File: src/sv/parallel_pitch_period_estimator_defines.svh
// -----------------------------------------------------------------------------
// Assertion macros used by the pitch period estimator back end (ppe_back).
// Both macros assume a clock named clk and an active-low reset named rst_n.
// -----------------------------------------------------------------------------
`ifndef PARALLEL_PITCH_PERIOD_ESTIMATOR_DEFINES_SVH
`define PARALLEL_PITCH_PERIOD_ESTIMATOR_DEFINES_SVH
`ifndef SYNTHESIS
// Same-cycle implication.
`define PPE_ASSERT_IMP(label, ant, con) \
  label: assert property (@(posedge clk) disable iff (!rst_n) (ant) |-> (con)) \
    else $error("pitch estimator assertion failed");
// Next-cycle implication.
`define PPE_ASSERT_NXT(label, ant, con) \
  label: assert property (@(posedge clk) disable iff (!rst_n) (ant) |=> (con)) \
    else $error("pitch estimator assertion failed");
`else
`define PPE_ASSERT_IMP(label, ant, con)
`define PPE_ASSERT_NXT(label, ant, con)
`endif
`endif

File: src/sv/ppe_pkg.sv
`timescale 1ns / 1ps
`default_nettype none
// -----------------------------------------------------------------------------
// ppe_pkg
// Types and constants shared by the pitch period estimator modules.
// -----------------------------------------------------------------------------
package ppe_pkg;

  localparam int DETECTORS   = 6;
  localparam int SAMPLE_BITS = 16;
  localparam int COUNT_BITS  = 16;
  localparam int IMP_BITS    = 17;
  localparam int LEVEL_BITS  = 18;
  localparam int DET_IDX_W   = 3;
  localparam int SCORE_BITS  = 6;
  localparam int RATE_BITS   = 18;
  localparam int DIVIDEND_W  = RATE_BITS + 8;
  localparam int PITCH_BITS  = 24;
  localparam int CFG_ADDR_W  = 3;
  localparam int CFG_DATA_W  = 32;

  localparam logic [COUNT_BITS-1:0] COUNT_MAX = '1;
  localparam logic [DET_IDX_W-1:0]  LAST_DET  = DET_IDX_W'(DETECTORS - 1);
  // Detector timers start just past the default blanking time of 216.
  localparam logic [COUNT_BITS-1:0] SINCE_PULSE_RST = COUNT_BITS'(217);

  // Configuration register indexes.
  localparam logic [CFG_ADDR_W-1:0] REG_SAMPLE_RATE  = 3'd0;
  localparam logic [CFG_ADDR_W-1:0] REG_BLANK_TIME   = 3'd1;
  localparam logic [CFG_ADDR_W-1:0] REG_DECAY        = 3'd2;
  localparam logic [CFG_ADDR_W-1:0] REG_COINCIDENCE  = 3'd3;
  localparam logic [CFG_ADDR_W-1:0] REG_LONGEST      = 3'd4;
  localparam logic [CFG_ADDR_W-1:0] REG_SHORTEST     = 3'd5;
  localparam logic [CFG_ADDR_W-1:0] REG_OUT_INTERVAL = 3'd6;
  localparam logic [CFG_ADDR_W-1:0] REG_PITCH_LIMITS = 3'd7;

  typedef struct packed {
    logic [RATE_BITS-1:0]  sample_rate;
    logic [COUNT_BITS-1:0] blank_time;
    logic [15:0]           decay_factor;
    logic [15:0]           coincidence_threshold;
    logic [COUNT_BITS-1:0] longest_period;
    logic [COUNT_BITS-1:0] shortest_period;
    logic [COUNT_BITS-1:0] output_interval;
    logic [31:0]           pitch_limits;
  } cfg_t;

  // Period estimates of all detectors at the moment a result is due.
  typedef struct packed {
    logic [DETECTORS-1:0][COUNT_BITS-1:0] cur;
    logic [DETECTORS-1:0][COUNT_BITS-1:0] prev;
    logic [DETECTORS-1:0][COUNT_BITS-1:0] old;
  } snap_t;

endpackage
`default_nettype wire

File: src/sv/ppe_front.sv
`timescale 1ns / 1ps
`default_nettype none
// -----------------------------------------------------------------------------
// ppe_front
// Peak and valley finder and the six blanking/decay detectors, one detector
// per cycle. Pushes a snapshot of the estimates when a result is due.
// -----------------------------------------------------------------------------
module ppe_front (
  input  wire logic                           clk,
  input  wire logic                           rst_n,
  input  wire ppe_pkg::cfg_t                  cfg,
  input  wire logic                           in_tvalid,
  output logic                                in_tready,
  input  wire logic [ppe_pkg::SAMPLE_BITS-1:0] in_sample,
  input  wire logic                           q_full,
  output logic                                q_push,
  output ppe_pkg::snap_t                      q_data
);
  import ppe_pkg::*;

  localparam logic [1:0] ST_IDLE = 2'd0;
  localparam logic [1:0] ST_RUN  = 2'd1;
  localparam logic [1:0] ST_PUSH = 2'd2;

  logic [1:0]                   state_r;
  logic [DET_IDX_W-1:0]         idx_r;
  logic                         emit_r;
  logic signed [SAMPLE_BITS-1:0] prev_sample_r, older_sample_r, last_peak_r, last_valley_r;
  logic [COUNT_BITS-1:0]        interval_r;
  logic [IMP_BITS-1:0]          imp_r  [DETECTORS];
  logic [LEVEL_BITS-1:0]        lvl_r  [DETECTORS];
  logic [COUNT_BITS-1:0]        cur_r  [DETECTORS];
  logic [COUNT_BITS-1:0]        prev_r [DETECTORS];
  logic [COUNT_BITS-1:0]        old_r  [DETECTORS];
  logic [COUNT_BITS-1:0]        sp_r   [DETECTORS];

  logic                         accept;
  logic signed [SAMPLE_BITS-1:0] val;
  logic signed [SAMPLE_BITS+1:0] v1x, peakx, valleyx;
  logic                         is_peak, is_valley;
  logic [IMP_BITS-1:0]          imp_new [DETECTORS];
  logic [LEVEL_BITS-1:0]        step_lvl;
  logic [COUNT_BITS-1:0]        step_sp;
  logic [LEVEL_BITS+15:0]       product;
  logic                         fire;
  logic [LEVEL_BITS-1:0]        lvl_nxt;
  logic [COUNT_BITS-1:0]        sp_nxt;

  assign in_tready = (state_r == ST_IDLE) && !q_full;
  assign accept    = in_tvalid && in_tready;
  assign val       = signed'(in_sample);
  assign v1x       = (SAMPLE_BITS+2)'(prev_sample_r);
  assign peakx     = (SAMPLE_BITS+2)'(last_peak_r);
  assign valleyx   = (SAMPLE_BITS+2)'(last_valley_r);
  assign is_peak   = (val > 0) && (val <= prev_sample_r) && (prev_sample_r >= older_sample_r);
  assign is_valley = (val < 0) && (val >= prev_sample_r) && (prev_sample_r <= older_sample_r);

  // Last peak is never negative and last valley never positive, so all
  // impulses are non-negative and fit in IMP_BITS.
  always_comb begin
    for (int d = 0; d < DETECTORS; d++) begin
      imp_new[d] = '0;
    end
    if (is_peak) begin
      imp_new[0] = IMP_BITS'(v1x);
      imp_new[1] = IMP_BITS'(v1x - valleyx);
      imp_new[2] = (prev_sample_r > last_peak_r) ? IMP_BITS'(v1x - peakx) : '0;
    end
    if (is_valley) begin
      imp_new[3] = IMP_BITS'(-v1x);
      imp_new[4] = IMP_BITS'(peakx - v1x);
      imp_new[5] = (prev_sample_r < last_valley_r) ? IMP_BITS'(valleyx - v1x) : '0;
    end
  end

  always_comb begin
    step_lvl = lvl_r[idx_r];
    step_sp  = sp_r[idx_r];
    product  = step_lvl * cfg.decay_factor;
    fire     = 1'b0;
    lvl_nxt  = step_lvl;
    sp_nxt   = step_sp;
    if (step_sp > cfg.blank_time) begin
      if (LEVEL_BITS'(imp_r[idx_r]) > step_lvl) begin
        fire    = 1'b1;
        lvl_nxt = LEVEL_BITS'(imp_r[idx_r]);
        sp_nxt  = '0;
      end else begin
        lvl_nxt = product[LEVEL_BITS+15:16];
      end
    end
    if (sp_nxt != COUNT_MAX) begin
      sp_nxt = sp_nxt + 1'b1;
    end
  end

  always_comb begin
    q_push = (state_r == ST_PUSH);
    for (int d = 0; d < DETECTORS; d++) begin
      q_data.cur[d]  = cur_r[d];
      q_data.prev[d] = prev_r[d];
      q_data.old[d]  = old_r[d];
    end
  end

  always_ff @(posedge clk) begin
    if (!rst_n) begin
      state_r        <= ST_IDLE;
      idx_r          <= '0;
      emit_r         <= 1'b0;
      prev_sample_r  <= '0;
      older_sample_r <= '0;
      last_peak_r    <= '0;
      last_valley_r  <= '0;
      interval_r     <= '0;
      for (int d = 0; d < DETECTORS; d++) begin
        lvl_r[d]  <= '0;
        cur_r[d]  <= '0;
        prev_r[d] <= '0;
        old_r[d]  <= '0;
        sp_r[d]   <= SINCE_PULSE_RST;
      end
    end else begin
      unique case (state_r)
        ST_IDLE: begin
          if (accept) begin
            for (int d = 0; d < DETECTORS; d++) begin
              imp_r[d] <= imp_new[d];
            end
            if (is_peak) begin
              last_peak_r <= prev_sample_r;
            end
            if (is_valley) begin
              last_valley_r <= prev_sample_r;
            end
            older_sample_r <= prev_sample_r;
            prev_sample_r  <= val;
            if (interval_r <= cfg.output_interval) begin
              emit_r <= 1'b0;
              if (interval_r != COUNT_MAX) begin
                interval_r <= interval_r + 1'b1;
              end
            end else begin
              emit_r     <= 1'b1;
              interval_r <= '0;
            end
            idx_r   <= '0;
            state_r <= ST_RUN;
          end
        end
        ST_RUN: begin
          lvl_r[idx_r] <= lvl_nxt;
          sp_r[idx_r]  <= sp_nxt;
          if (fire) begin
            old_r[idx_r]  <= prev_r[idx_r];
            prev_r[idx_r] <= cur_r[idx_r];
            cur_r[idx_r]  <= step_sp;
          end
          if (idx_r == LAST_DET) begin
            state_r <= emit_r ? ST_PUSH : ST_IDLE;
          end else begin
            idx_r <= idx_r + 1'b1;
          end
        end
        ST_PUSH: begin
          state_r <= ST_IDLE;
        end
        default: begin
          state_r <= ST_IDLE;
        end
      endcase
    end
  end

endmodule
`default_nettype wire

File: src/sv/ppe_queue.sv
`timescale 1ns / 1ps
`default_nettype none
// -----------------------------------------------------------------------------
// ppe_queue
// Two-entry queue of estimate snapshots between the front and back ends.
// -----------------------------------------------------------------------------
module ppe_queue (
  input  wire logic           clk,
  input  wire logic           rst_n,
  input  wire logic           push,
  input  wire ppe_pkg::snap_t push_data,
  output logic                full,
  input  wire logic           pop,
  output logic                valid,
  output ppe_pkg::snap_t      pop_data
);
  import ppe_pkg::*;

  snap_t      mem [2];
  logic       wr_ptr_r, rd_ptr_r;
  logic [1:0] count_r;

  assign full     = (count_r == 2'd2);
  assign valid    = (count_r != 2'd0);
  assign pop_data = mem[rd_ptr_r];

  always_ff @(posedge clk) begin
    if (push && !full) begin
      mem[wr_ptr_r] <= push_data;
    end
  end

  always_ff @(posedge clk) begin
    if (!rst_n) begin
      wr_ptr_r <= 1'b0;
      rd_ptr_r <= 1'b0;
      count_r  <= '0;
    end else begin
      if (push && !full) begin
        wr_ptr_r <= !wr_ptr_r;
      end
      if (pop && valid) begin
        rd_ptr_r <= !rd_ptr_r;
      end
      count_r <= count_r + 2'((push && !full) ? 1 : 0) - 2'((pop && valid) ? 1 : 0);
    end
  end

endmodule
`default_nettype wire

File: src/sv/ppe_back.sv
`timescale 1ns / 1ps
`default_nettype none
`include "parallel_pitch_period_estimator_defines.svh"
// -----------------------------------------------------------------------------
// ppe_back
// Coincidence scoring over all detector pairs (one pair a cycle), period
// selection, and a bit-serial divider that turns the period into pitch.
// -----------------------------------------------------------------------------
module ppe_back (
  input  wire logic           clk,
  input  wire logic           rst_n,
  input  wire ppe_pkg::cfg_t  cfg,
  input  wire logic           q_valid,
  input  wire ppe_pkg::snap_t q_data,
  output logic                q_pop,
  output logic                out_tvalid,
  input  wire logic           out_tready,
  output logic [ppe_pkg::PITCH_BITS-1:0] out_pitch,
  output logic [ppe_pkg::COUNT_BITS-1:0] out_period,
  output logic                out_in_range
);
  import ppe_pkg::*;

  localparam logic [2:0] ST_IDLE   = 3'd0;
  localparam logic [2:0] ST_SCORE  = 3'd1;
  localparam logic [2:0] ST_DECIDE = 3'd2;
  localparam logic [2:0] ST_DIV    = 3'd3;
  localparam logic [2:0] ST_DONE   = 3'd4;
  localparam int         DIV_CW    = $clog2(DIVIDEND_W);
  localparam logic [DIV_CW-1:0] DIV_LAST = DIV_CW'(DIVIDEND_W - 1);

  logic [2:0]             state_r;
  logic [DET_IDX_W-1:0]   i_r, j_r;
  logic [COUNT_BITS-1:0]  erow_r [DETECTORS];
  logic [COUNT_BITS-1:0]  scur_r [DETECTORS];
  logic [COUNT_BITS-1:0]  sprev_r [DETECTORS];
  logic [COUNT_BITS-1:0]  sold_r [DETECTORS];
  logic [SCORE_BITS-1:0]  cnt_r, best_cnt_r;
  logic [COUNT_BITS-1:0]  best_p_r;
  logic [DIV_CW-1:0]      div_cnt_r;
  logic [DIVIDEND_W-1:0]  dividend_r, quot_r;
  logic [COUNT_BITS-1:0]  rem_r;
  logic [PITCH_BITS-1:0]  pitch_r;
  logic                   inr_r;
  logic                   out_tvalid_r;
  logic [PITCH_BITS-1:0]  out_pitch_r;
  logic [COUNT_BITS-1:0]  out_period_r;
  logic                   out_inr_r;

  logic signed [COUNT_BITS+2:0] e, a, b, c;
  logic [2:0]             hits;
  logic [SCORE_BITS-1:0]  cnt_nxt;
  logic                   e_in_range, p_in_range;
  logic [COUNT_BITS:0]    rem_shift;
  logic                   rem_ge;

  function automatic logic hit(input logic signed [COUNT_BITS+2:0] d,
                               input logic [15:0] th);
    logic [COUNT_BITS+2:0] mag;
    mag = d[COUNT_BITS+2] ? unsigned'(-d) : unsigned'(d);
    return mag <= (COUNT_BITS+3)'(th);
  endfunction

  assign e = signed'((COUNT_BITS+3)'(erow_r[0]));
  assign a = signed'((COUNT_BITS+3)'(scur_r[0]));
  assign b = signed'((COUNT_BITS+3)'(sprev_r[0]));
  assign c = signed'((COUNT_BITS+3)'(sold_r[0]));

  always_comb begin
    hits = 3'(hit(e - a, cfg.coincidence_threshold))
         + 3'(hit(e - b, cfg.coincidence_threshold))
         + 3'(hit(e - c, cfg.coincidence_threshold))
         + 3'(hit(e - a - b, cfg.coincidence_threshold))
         + 3'(hit(e - b - c, cfg.coincidence_threshold))
         + 3'(hit(e - a - b - c, cfg.coincidence_threshold));
  end

  assign cnt_nxt    = cnt_r + SCORE_BITS'(hits);
  assign e_in_range = (erow_r[0] <= cfg.longest_period) && (erow_r[0] >= cfg.shortest_period);
  assign p_in_range = (best_p_r <= cfg.longest_period) && (best_p_r >= cfg.shortest_period);
  assign rem_shift  = {rem_r, dividend_r[DIVIDEND_W-1]};
  assign rem_ge     = rem_shift >= (COUNT_BITS+1)'(best_p_r);
  assign q_pop      = (state_r == ST_IDLE) && q_valid;

  assign out_tvalid   = out_tvalid_r;
  assign out_pitch    = out_pitch_r;
  assign out_period   = out_period_r;
  assign out_in_range = out_inr_r;

  always_ff @(posedge clk) begin
    if (!rst_n) begin
      state_r      <= ST_IDLE;
      out_tvalid_r <= 1'b0;
      i_r          <= '0;
      j_r          <= '0;
      div_cnt_r    <= '0;
    end else begin
      // In ST_DONE the output register is reloaded below instead.
      if (out_tvalid_r && out_tready && (state_r != ST_DONE)) begin
        out_tvalid_r <= 1'b0;
      end
      unique case (state_r)
        ST_IDLE: begin
          if (q_valid) begin
            for (int d = 0; d < DETECTORS; d++) begin
              erow_r[d]  <= q_data.cur[d];
              scur_r[d]  <= q_data.cur[d];
              sprev_r[d] <= q_data.prev[d];
              sold_r[d]  <= q_data.old[d];
            end
            i_r     <= '0;
            j_r     <= '0;
            cnt_r   <= '0;
            state_r <= ST_SCORE;
          end
        end
        ST_SCORE: begin
          // The snapshot rotates each cycle; the row under test each row.
          for (int d = 0; d < DETECTORS; d++) begin
            scur_r[d]  <= scur_r[(d + 1) % DETECTORS];
            sprev_r[d] <= sprev_r[(d + 1) % DETECTORS];
            sold_r[d]  <= sold_r[(d + 1) % DETECTORS];
          end
          if (j_r == LAST_DET) begin
            if ((i_r == '0) || (e_in_range && (cnt_nxt > best_cnt_r))) begin
              best_cnt_r <= cnt_nxt;
              best_p_r   <= erow_r[0];
            end
            for (int d = 0; d < DETECTORS; d++) begin
              erow_r[d] <= erow_r[(d + 1) % DETECTORS];
            end
            cnt_r <= '0;
            j_r   <= '0;
            if (i_r == LAST_DET) begin
              state_r <= ST_DECIDE;
            end else begin
              i_r <= i_r + 1'b1;
            end
          end else begin
            cnt_r <= cnt_nxt;
            j_r   <= j_r + 1'b1;
          end
        end
        ST_DECIDE: begin
          inr_r <= p_in_range;
          if (best_p_r > cfg.longest_period) begin
            pitch_r <= {cfg.pitch_limits[15:0], 8'd0};
            state_r <= ST_DONE;
          end else if (best_p_r < cfg.shortest_period) begin
            pitch_r <= {cfg.pitch_limits[31:16], 8'd0};
            state_r <= ST_DONE;
          end else if (best_p_r == '0) begin
            pitch_r <= '1;
            state_r <= ST_DONE;
          end else begin
            dividend_r <= {cfg.sample_rate, 8'd0};
            rem_r      <= '0;
            quot_r     <= '0;
            div_cnt_r  <= '0;
            state_r    <= ST_DIV;
          end
        end
        ST_DIV: begin
          dividend_r <= {dividend_r[DIVIDEND_W-2:0], 1'b0};
          rem_r      <= rem_ge ? COUNT_BITS'(rem_shift - (COUNT_BITS+1)'(best_p_r))
                               : COUNT_BITS'(rem_shift);
          quot_r     <= {quot_r[DIVIDEND_W-2:0], rem_ge};
          if (div_cnt_r == DIV_LAST) begin
            state_r <= ST_DONE;
          end else begin
            div_cnt_r <= div_cnt_r + 1'b1;
          end
        end
        ST_DONE: begin
          if (!out_tvalid_r || out_tready) begin
            out_tvalid_r <= 1'b1;
            out_period_r <= best_p_r;
            out_inr_r    <= inr_r;
            if (p_in_range && (best_p_r != '0)) begin
              out_pitch_r <= (quot_r[DIVIDEND_W-1:PITCH_BITS] != '0) ? '1
                                                                     : quot_r[PITCH_BITS-1:0];
            end else begin
              out_pitch_r <= pitch_r;
            end
            state_r <= ST_IDLE;
          end
        end
        default: begin
          state_r <= ST_IDLE;
        end
      endcase
    end
  end

  `PPE_ASSERT_IMP(a_div_rem_below_divisor, state_r == ST_DIV, rem_r < best_p_r)
  `PPE_ASSERT_NXT(a_pop_starts_score, q_pop, state_r == ST_SCORE && i_r == '0 && j_r == '0)
  `PPE_ASSERT_IMP(a_done_from_range, state_r == ST_SCORE, i_r != 3'd6 && i_r != 3'd7 && j_r != 3'd6 && j_r != 3'd7)

endmodule
`default_nettype wire

File: src/sv/parallel_pitch_period_estimator.sv
`timescale 1ns / 1ps
`default_nettype none
// -----------------------------------------------------------------------------
// parallel_pitch_period_estimator
// Six-detector pitch period estimator with a Q8 Hz pitch output.
// -----------------------------------------------------------------------------
// Usage:
//   Input channel in_*: one signed 16-bit audio sample per request.
//   Output channel out_*: one pitch result each time the interval counter
//   passes output_interval; most samples produce no result.
//   Configuration: cfg_we/cfg_addr/cfg_wdata write one register per cycle, no read-back;
//   the user must write only while the block is idle; the block does not enforce it.
// Flow:
//   A sample occupies the front end for the peak finder step plus one step
//   per detector, and a push step when it triggers a result; the front end
//   takes no new sample until it is through. A result passes through the
//   scoring of every detector pair and period selection, then the bit-serial
//   divider when the period is in range, and is then loaded into the output
//   register once that register is free.
//   A two-entry snapshot queue lets the front keep taking samples while the
//   back end scores or waits on a stalled receiver; when it fills,
//   in_tready drops. A held result stays in the output register.
// Reset: synchronous, active low; configuration registers return to their defaults,
//   detector levels and estimates clear and detector timers restart at SINCE_PULSE_RST.
// -----------------------------------------------------------------------------
module parallel_pitch_period_estimator (
  input  wire logic                            clk,
  input  wire logic                            rst_n,
  input  wire logic                            in_tvalid,
  output logic                                 in_tready,
  input  wire logic [15:0]                     in_tdata,   // [15:0] sample
  output logic                                 out_tvalid,
  input  wire logic                            out_tready,
  output logic [47:0]                          out_tdata,  // [23:0] pitch_q8,
                                                           // [39:24] chosen_period,
                                                           // [40] period_in_range
  input  wire logic                            cfg_we,
  input  wire logic [ppe_pkg::CFG_ADDR_W-1:0]  cfg_addr,
  input  wire logic [ppe_pkg::CFG_DATA_W-1:0]  cfg_wdata
);
  import ppe_pkg::*;

  cfg_t                   cfg_r;
  logic                   q_full, q_push, q_pop, q_valid;
  snap_t                  q_wdata, q_rdata;
  logic [PITCH_BITS-1:0]  pitch;
  logic [COUNT_BITS-1:0]  period;
  logic                   in_range;

  always_ff @(posedge clk) begin
    if (!rst_n) begin
      cfg_r.sample_rate           <= RATE_BITS'(48000);
      cfg_r.blank_time            <= 16'd216;
      cfg_r.decay_factor          <= 16'd65357;
      cfg_r.coincidence_threshold <= 16'd13;
      cfg_r.longest_period        <= 16'd960;
      cfg_r.shortest_period       <= 16'd240;
      cfg_r.output_interval       <= 16'd187;
      cfg_r.pitch_limits          <= 32'd13107250;
    end else if (cfg_we) begin
      unique case (cfg_addr)
        REG_SAMPLE_RATE:  cfg_r.sample_rate           <= cfg_wdata[RATE_BITS-1:0];
        REG_BLANK_TIME:   cfg_r.blank_time            <= cfg_wdata[15:0];
        REG_DECAY:        cfg_r.decay_factor          <= cfg_wdata[15:0];
        REG_COINCIDENCE:  cfg_r.coincidence_threshold <= cfg_wdata[15:0];
        REG_LONGEST:      cfg_r.longest_period        <= cfg_wdata[15:0];
        REG_SHORTEST:     cfg_r.shortest_period       <= cfg_wdata[15:0];
        REG_OUT_INTERVAL: cfg_r.output_interval       <= cfg_wdata[15:0];
        REG_PITCH_LIMITS: cfg_r.pitch_limits          <= cfg_wdata;
        default: begin
        end
      endcase
    end
  end

  ppe_front u_front (
    .clk       (clk),
    .rst_n     (rst_n),
    .cfg       (cfg_r),
    .in_tvalid (in_tvalid),
    .in_tready (in_tready),
    .in_sample (in_tdata),
    .q_full    (q_full),
    .q_push    (q_push),
    .q_data    (q_wdata)
  );

  ppe_queue u_queue (
    .clk       (clk),
    .rst_n     (rst_n),
    .push      (q_push),
    .push_data (q_wdata),
    .full      (q_full),
    .pop       (q_pop),
    .valid     (q_valid),
    .pop_data  (q_rdata)
  );

  ppe_back u_back (
    .clk          (clk),
    .rst_n        (rst_n),
    .cfg          (cfg_r),
    .q_valid      (q_valid),
    .q_data       (q_rdata),
    .q_pop        (q_pop),
    .out_tvalid   (out_tvalid),
    .out_tready   (out_tready),
    .out_pitch    (pitch),
    .out_period   (period),
    .out_in_range (in_range)
  );

  assign out_tdata = {7'd0, in_range, period, pitch};

endmodule
`default_nettype wire
File: config.mk
export PLATFORM = sky130hd
export DESIGN_NAME = parallel_pitch_period_estimator
export DESIGN_NICKNAME = d
export VERILOG_FILES = /design/src/sv/ppe_pkg.sv /design/src/sv/ppe_front.sv /design/src/sv/ppe_queue.sv /design/src/sv/ppe_back.sv /design/src/sv/parallel_pitch_period_estimator.sv
export VERILOG_INCLUDE_DIRS = /design/src /design/src/sv
export SDC_FILE = /design/constraint.sdc
export NUM_CORES = 2
export LEC_CHECK = 0
export BUFFER_PORTS_ARGS = -buffer_cell sky130_fd_sc_hd__buf_2
export CAP_MARGIN = 40
export CORE_MARGIN = 2
export CORE_UTILIZATION = 57
export DETAILED_ROUTE_END_ITERATION = 10
export PLACE_DENSITY = 0.73
export SLEW_MARGIN = 15
export SYNTH_ARGS = -nofsm -noshare
export SYNTH_HDL_FRONTEND = slang
export SYNTH_SLANG_ARGS = --single-unit
File: constraint.sdc
create_clock -name clk -period 32.9 [get_ports clk]
set_input_delay 3.29 -clock clk [delete_from_list [all_inputs] [get_ports clk]]
set_output_delay 3.29 -clock clk [all_outputs]
set_load 0.02 [all_outputs]
# Yosys cells after proc, flatten, opt, wreduce, memory -nomap -nowiden

Memory sizes are Yosys's and may differ from the RTL's. A register that Yosys moved wholly into a read port is not among the register bits.
Cells that the tools add are included.

Magnitude comparators: 25
Equality and inequality tests: 35
Bitwise operators: 24
Reduce and logical (&&, ||, !) cells: 63
Multipliers: 1
Mux-type cells: 149
$add $sub $neg: 32

Operators with widths:

| kind                                          | number |
|---|---|
| two-way mux 16 bit                            | 37 |
| two-way mux 26 bit                            | 6 |
| two-way mux 24 bit                            | 5 |
| subtractor 16 x 16 -> 17 bit                  | 7 |
| less-or-equal comparator 19 x 16 -> 1 bit     | 6 |
| two-way mux 19 bit                            | 6 |
| negation 19 bit                               | 6 |
| one-hot mux 26 bit (2 select lines)           | 2 |
| two-way mux 51 bit                            | 2 |
| two-way mux 3 bit                             | 29 |
| less-or-equal comparator 16 bit               | 5 |
| greater-or-equal comparator 16 bit            | 4 |
| OR reduction 16 bit                           | 4 |
| subtractor 19 x 17 -> 19 bit                  | 3 |
| two-way mux 18 bit                            | 3 |
| greater-than comparator 16 bit                | 3 |
| two-way mux 1 bit                             | 40 |
| multiplier 18 x 16 -> 34 bit                  | 1 |
| two-way mux 17 bit                            | 2 |
| adder 16 x 1 -> 16 bit, second input constant | 2 |
| less-than comparator 16 bit                   | 2 |
| inequality test 16 bit, second input constant | 2 |
| one-hot mux 16 bit (2 select lines)           | 1 |
| == test 3 bit, second input constant          | 8 |
| 46 further kinds                              | 143 |

Memories: 11
Flip-flop bits (word level): 413
Output and inout port bits: 50
Word-level logic and storage cells: 376
Memory bits (writable): 1554
Input port bits: 56

Memories:

| memory        | depth | bits a word | rd ports | clocked after memory_dff | wr ports | RTL line        | text |
|---|---|---|---|---|---|---|---|
| u_queue.mem   | 2     | 288         | 1        | 1                        | 1        | ppe_queue.sv:19 | `snap_t mem [2];` |
| u_front.lvl_r | 6     | 18          | 1        | 1                        | 6        | ppe_front.sv:31 | `logic [LEVEL_BITS-1:0] lvl_r [DETECTORS];` |
| u_front.imp_r | 6     | 17          | 1        | 1                        | 6        | ppe_front.sv:30 | `logic [IMP_BITS-1:0] imp_r [DETECTORS];` |
| u_back.erow_r | 6     | 16          | 6        | 0                        | 6        | ppe_back.sv:34  | `logic [COUNT_BITS-1:0] erow_r [DETECTORS];` |
| u_back.scur_r | 6     | 16          | 6        | 0                        | 6        | ppe_back.sv:35  | `logic [COUNT_BITS-1:0] scur_r [DETECTORS];` |
| u_back.sold_r | 6     | 16          | 6        | 0                        | 6        | ppe_back.sv:37  | `logic [COUNT_BITS-1:0] sold_r [DETECTORS];` |
| +5 memories   | --    | --          | --       | --                       | --       | --              |  |

# Logic depth before layout (Yosys ltp)

An unclocked memory read counts as a cell.

Word-level depth: 15
Mapped depth: 53
Gate-level depth less buffers: 53

# By module

Synthesis repeated with hierarchy kept, for this count alone.

Cell total of the unflattened synthesis: 9253
Area, all modules: 110273.3 um^2

By module, submodules not included:

| module                          | area each (um^2) | instances | cells each | sequential area each (um^2) |
|---|---|---|---|---|
| ppe_front                       | 49050.8          | 1         | 4356       | 23552.6 |
| ppe_back                        | 33728.6          | 1         | 3428       | 16245.6 |
| ppe_queue                       | 21851.0          | 1         | 922        | 17396.7 |
| parallel_pitch_period_estimator | 5642.9           | 1         | 547        | 2922.8 |

# Worst setup path after synthesis

Ideal clock, no wire load.

Path type: input-to-reg
From: input port rst_n
To: memory u_back.scur_r[0][0] (enable)
Arrival time: 16743 ps
Cell stages on the path: 4
Setup time: 974 ps
Data required time: 31926 ps
Path buffers: 3
Path slack: 15183 ps
Cell sequence: clkbuf_1 clkbuf_1 buf_1 nor2b_1

RTL lines:

| item        | RTL line                              | text |
|---|---|---|
| from (decl) | parallel_pitch_period_estimator.sv:28 | `input wire logic rst_n,` |
| to (decl)   | ppe_back.sv:35                        |  |

==> impl_metrics.toml <==
[outcome]
status = "finished clean"

[power_and_ir_drop]
finalPower_mw = 13.6
clkPwrFrac_pct = 16.8
seqPwrFrac_pct = 24.2
p_switching_mw = 5.84
p_int_mw = 7.74
powerDensity_nw_per_um2 = 116
ir_drop_mv = 0.396
total_leakage_power_nw = 43.7
combinationalPowerShare_pct = 59.0
power_switching_share_pct = 43.0

[logic_synthesis]
postSynth.asyncResetShare_pct = 0
synth.top_cells.by_area = "edfxtp_1, ha_1, dfxtp_1"
synth_top_area_share_pct = 51.5
synth_area_um2 = 107000
avgSynthCellArea_um2 = 11.9
synthDistinctLibCells = 89
synth_flop_cell = "edfxtp_1"
synth-edff-count = 1832
synth.most_common_cell = "edfxtp_1"
ys_ff_latch = 2087
synth_common_cells = "edfxtp_1, nor2_1, nand2_1"
ys_seq_area_share_pct = 56.3
synth_area_leader_cell = "edfxtp_1"
synth-warning-count = 0
synthCells = 8951

[placement]
port_buffers = 98
dp.cells = 11200
hpwl_um = 180000
globalplace.congestion = 0.914
place_ws_ns = 20.04

[critical_path]
cp-start-kind = "flop"
critPathKind = "flop to flop"
r2r_slack_ns = 20.10
cp.depth = 50
reg2regPathDepth = 50
path_buf_inv = 4
cp.required_ns = 33.41
worstReg2RegStart = "u_back.erow_r[0][1]$_DFFE_PP_"
path_delay_family = "compound AO/OA/AOI/OAI gates"
cpPeakStageDelay_ns = 0.68
critPathSlowestCell = "a211oi_1"
endpoint_kind = "flop"
cp_max_fo = 18
worstPathArrival_ns = 13.31
crit_path_start = "u_back.erow_r[0][1]$_DFFE_PP_"

[floorplan]
core.rowCount = 158
core-area_um2 = 186000
die_h_um = 437
die-width_um = 437
start_util_pct = 57.5
io_pins = 106
dieArea_um2 = 191000

[grt]
grt_first_pass_wirelength_um = 417000
grt_pass1_vias = 70300
grt_antenna_before_repair = 9
grt_max_degree = 149
grtUsageTotal_pct = 28.7
gr-total-overflow = 0

[clocking]
cts_tree = "done"
cts_resized = 0
cts_made_buffers = 205
ctsHoldBuffers = 0
cts_sinks = 2087
clock_latency_ns = 0.88
h-tree-depth = 4
cts.path.max_buffers = 3
cts.reportedPaths.clkPinSlew_ns = 0.06
post_cts_buffers = 0
clock_tree.root_cell = "clkbuf_16"

[timing]
fin_skew_ns = 0.0573
drv_slew = 0
worst_pin_slew_ns = 1.31
setup_ws_ns = 20.10
setup_viol = 0
relSlewSlack_pct = 12.5
fmax_mhz = 78.1
hold_violations = 0
rsz0062_at_grt = "false"
final.period_utilization_pct = 38.9
fin_crit_ns = 12.80
setup_tns_ns = 0

[flow_run]
drv_cap = 0

[layout]
layout.cells.non_filler = 11600
ff_latch_area_um2 = 60100
syn2layout_area_growth_pct = 9.57
layout.nets = 9810
multi_input_comb_area_um2 = 42800
fillCellCount = 14000
drive_above_1_share_pct = 9.18

[routing]
drc = 0
via_count = 69900
first_iter_violations = 6883
routed_via_density = 6.01
first_pass_iters = 6
ant_nets = 0
wl_um = 276000
avgRoutedWirePerCell_um = 23.7

[hold_path]
hold_depth = 0
hold_path_class = "flop to flop"
hp-start = "u_back.inr_r$_DFFE_PP_"
[per-stage QoR]
step	util [%]	instance area (um2)	hold slack [ns]
2_1_floorplan	-	107000	0.400
3_3_place_gp	59.1	110000	0.408
3_5_place_dp	59.4	110000	0.419
4_1_cts	62.9	117000	0.433
5_1_grt	63.0	117000	0.437
6_report	63.0	117000	0.429
[kinds of logic after synthesis]
group                      synth area share (%)
xor gates and xnor gates                   2.16
other                                   0.00351
buffers and inverters                      3.95
DFF                                        56.3
AOI/OAI and AO/OA                          7.98
muxes                                      7.35
adders and majority gates                  10.9
and+or+nand+nor                            11.4
[path summary, 6_finish.rpt]
kind                                                       to
worst max-delay path             u_back.best_p_r[3]$_DFFE_PP_
worst min-delay path            u_back.out_in_range$_DFFE_PP_
worst min register to register  u_back.out_in_range$_DFFE_PP_
worst max register to register   u_back.best_p_r[3]$_DFFE_PP_
[registers in the layout, summed over array words and instances, names as in the netlist, 18 cells and up, named ones only]
signal and count:
u_back.scur_r 96, u_back.dividend_r 18, u_front.sp_r 128, u_front.cur_r 128, u_back.sold_r 96, u_front.lvl_r 144
u_front.imp_r 101, u_back.sprev_r 96, u_front.old_r 96, u_back.out_pitch 24, u_back.quot_r 26, cfg_r 146
u_back.erow_r 96, u_queue.mem 576, u_front.prev_r 128
[per-layer routing]
metal,track usage [%],routed length [um],up-vias
met5,0,62,-
met4,12.0,12100,10
met3,4.37,19800,610
met2,47.5,133000,2757
met1,37.8,110000,34800
li1,-,-,31700
[power groups by stage]
stage | clock (mW) | combinational [mW] | sequential (mW)
after floorplan | 0 | 6.10 | 3.35
after global placement | 0 | 7.72 | 3.33
after detailed placement | 0 | 7.90 | 3.34
after CTS | 2.30 | 7.96 | 3.28
after global routing | 2.41 | 9.00 | 3.30
final | 2.28 | 8.02 | 3.28
[worst reg2reg max path, delay by kind of cell, from the launching register on]
family / cells / cell delay, ns
buf+inv: 4 / 0.57
simple gates: 12 / 1.77
compound gates: 21 / 5.23
flops: 1 / 0.64
fa+ha+maj: 9 / 3.22
xor+xnor: 4 / 1.03
[cells in the final DEF, fill, tap and decap left out, types with 22 or more instances in the layout]
master     Yosys  final
edfxtp_1    1832   1832
nor2_1      1114   1108
nand2_1      879    874
inv_1        637    637
a21oi_1      601    600
ha_1         550    550
mux2i_1      354    354
dfxtp_1      255    251
fa_1         236    236
clkbuf_16      0    206
xnor2_1      176    176
o21ai_0      180    173
mux4_2       145    145
a21boi_0     145    145
and2_1       136    137
a21o_1       120    120
nand3_1      119    116
buf_4         27    110
nor2b_1      107    105
buf_2         30    100
xor2_1        88     88
nor3_1        88     85
mux2_2        82     82
o21a_1        78     78
clkbuf_1     348     61
and3_1        61     59
or3_1         59     58
nand2b_1      57     57
nand4_1       50     50
o211ai_1      40     40
a31oi_1       35     35
clkinv_1       0     35
clkinv_2       0     34
nor4_1        31     31
a211oi_1      22     22
[final cells by class]
type	count	share of cell area, %
inverter	637	2.04
antenna	4	0.00855
timing repair buffer	248	1.83
clock buffer	274	4.68
clock inverter	108	0.894
tap	2480	2.65
multi-input combinational	5789	36.5
sequential	2087	51.4
Power figures use the tool's default switching activity.
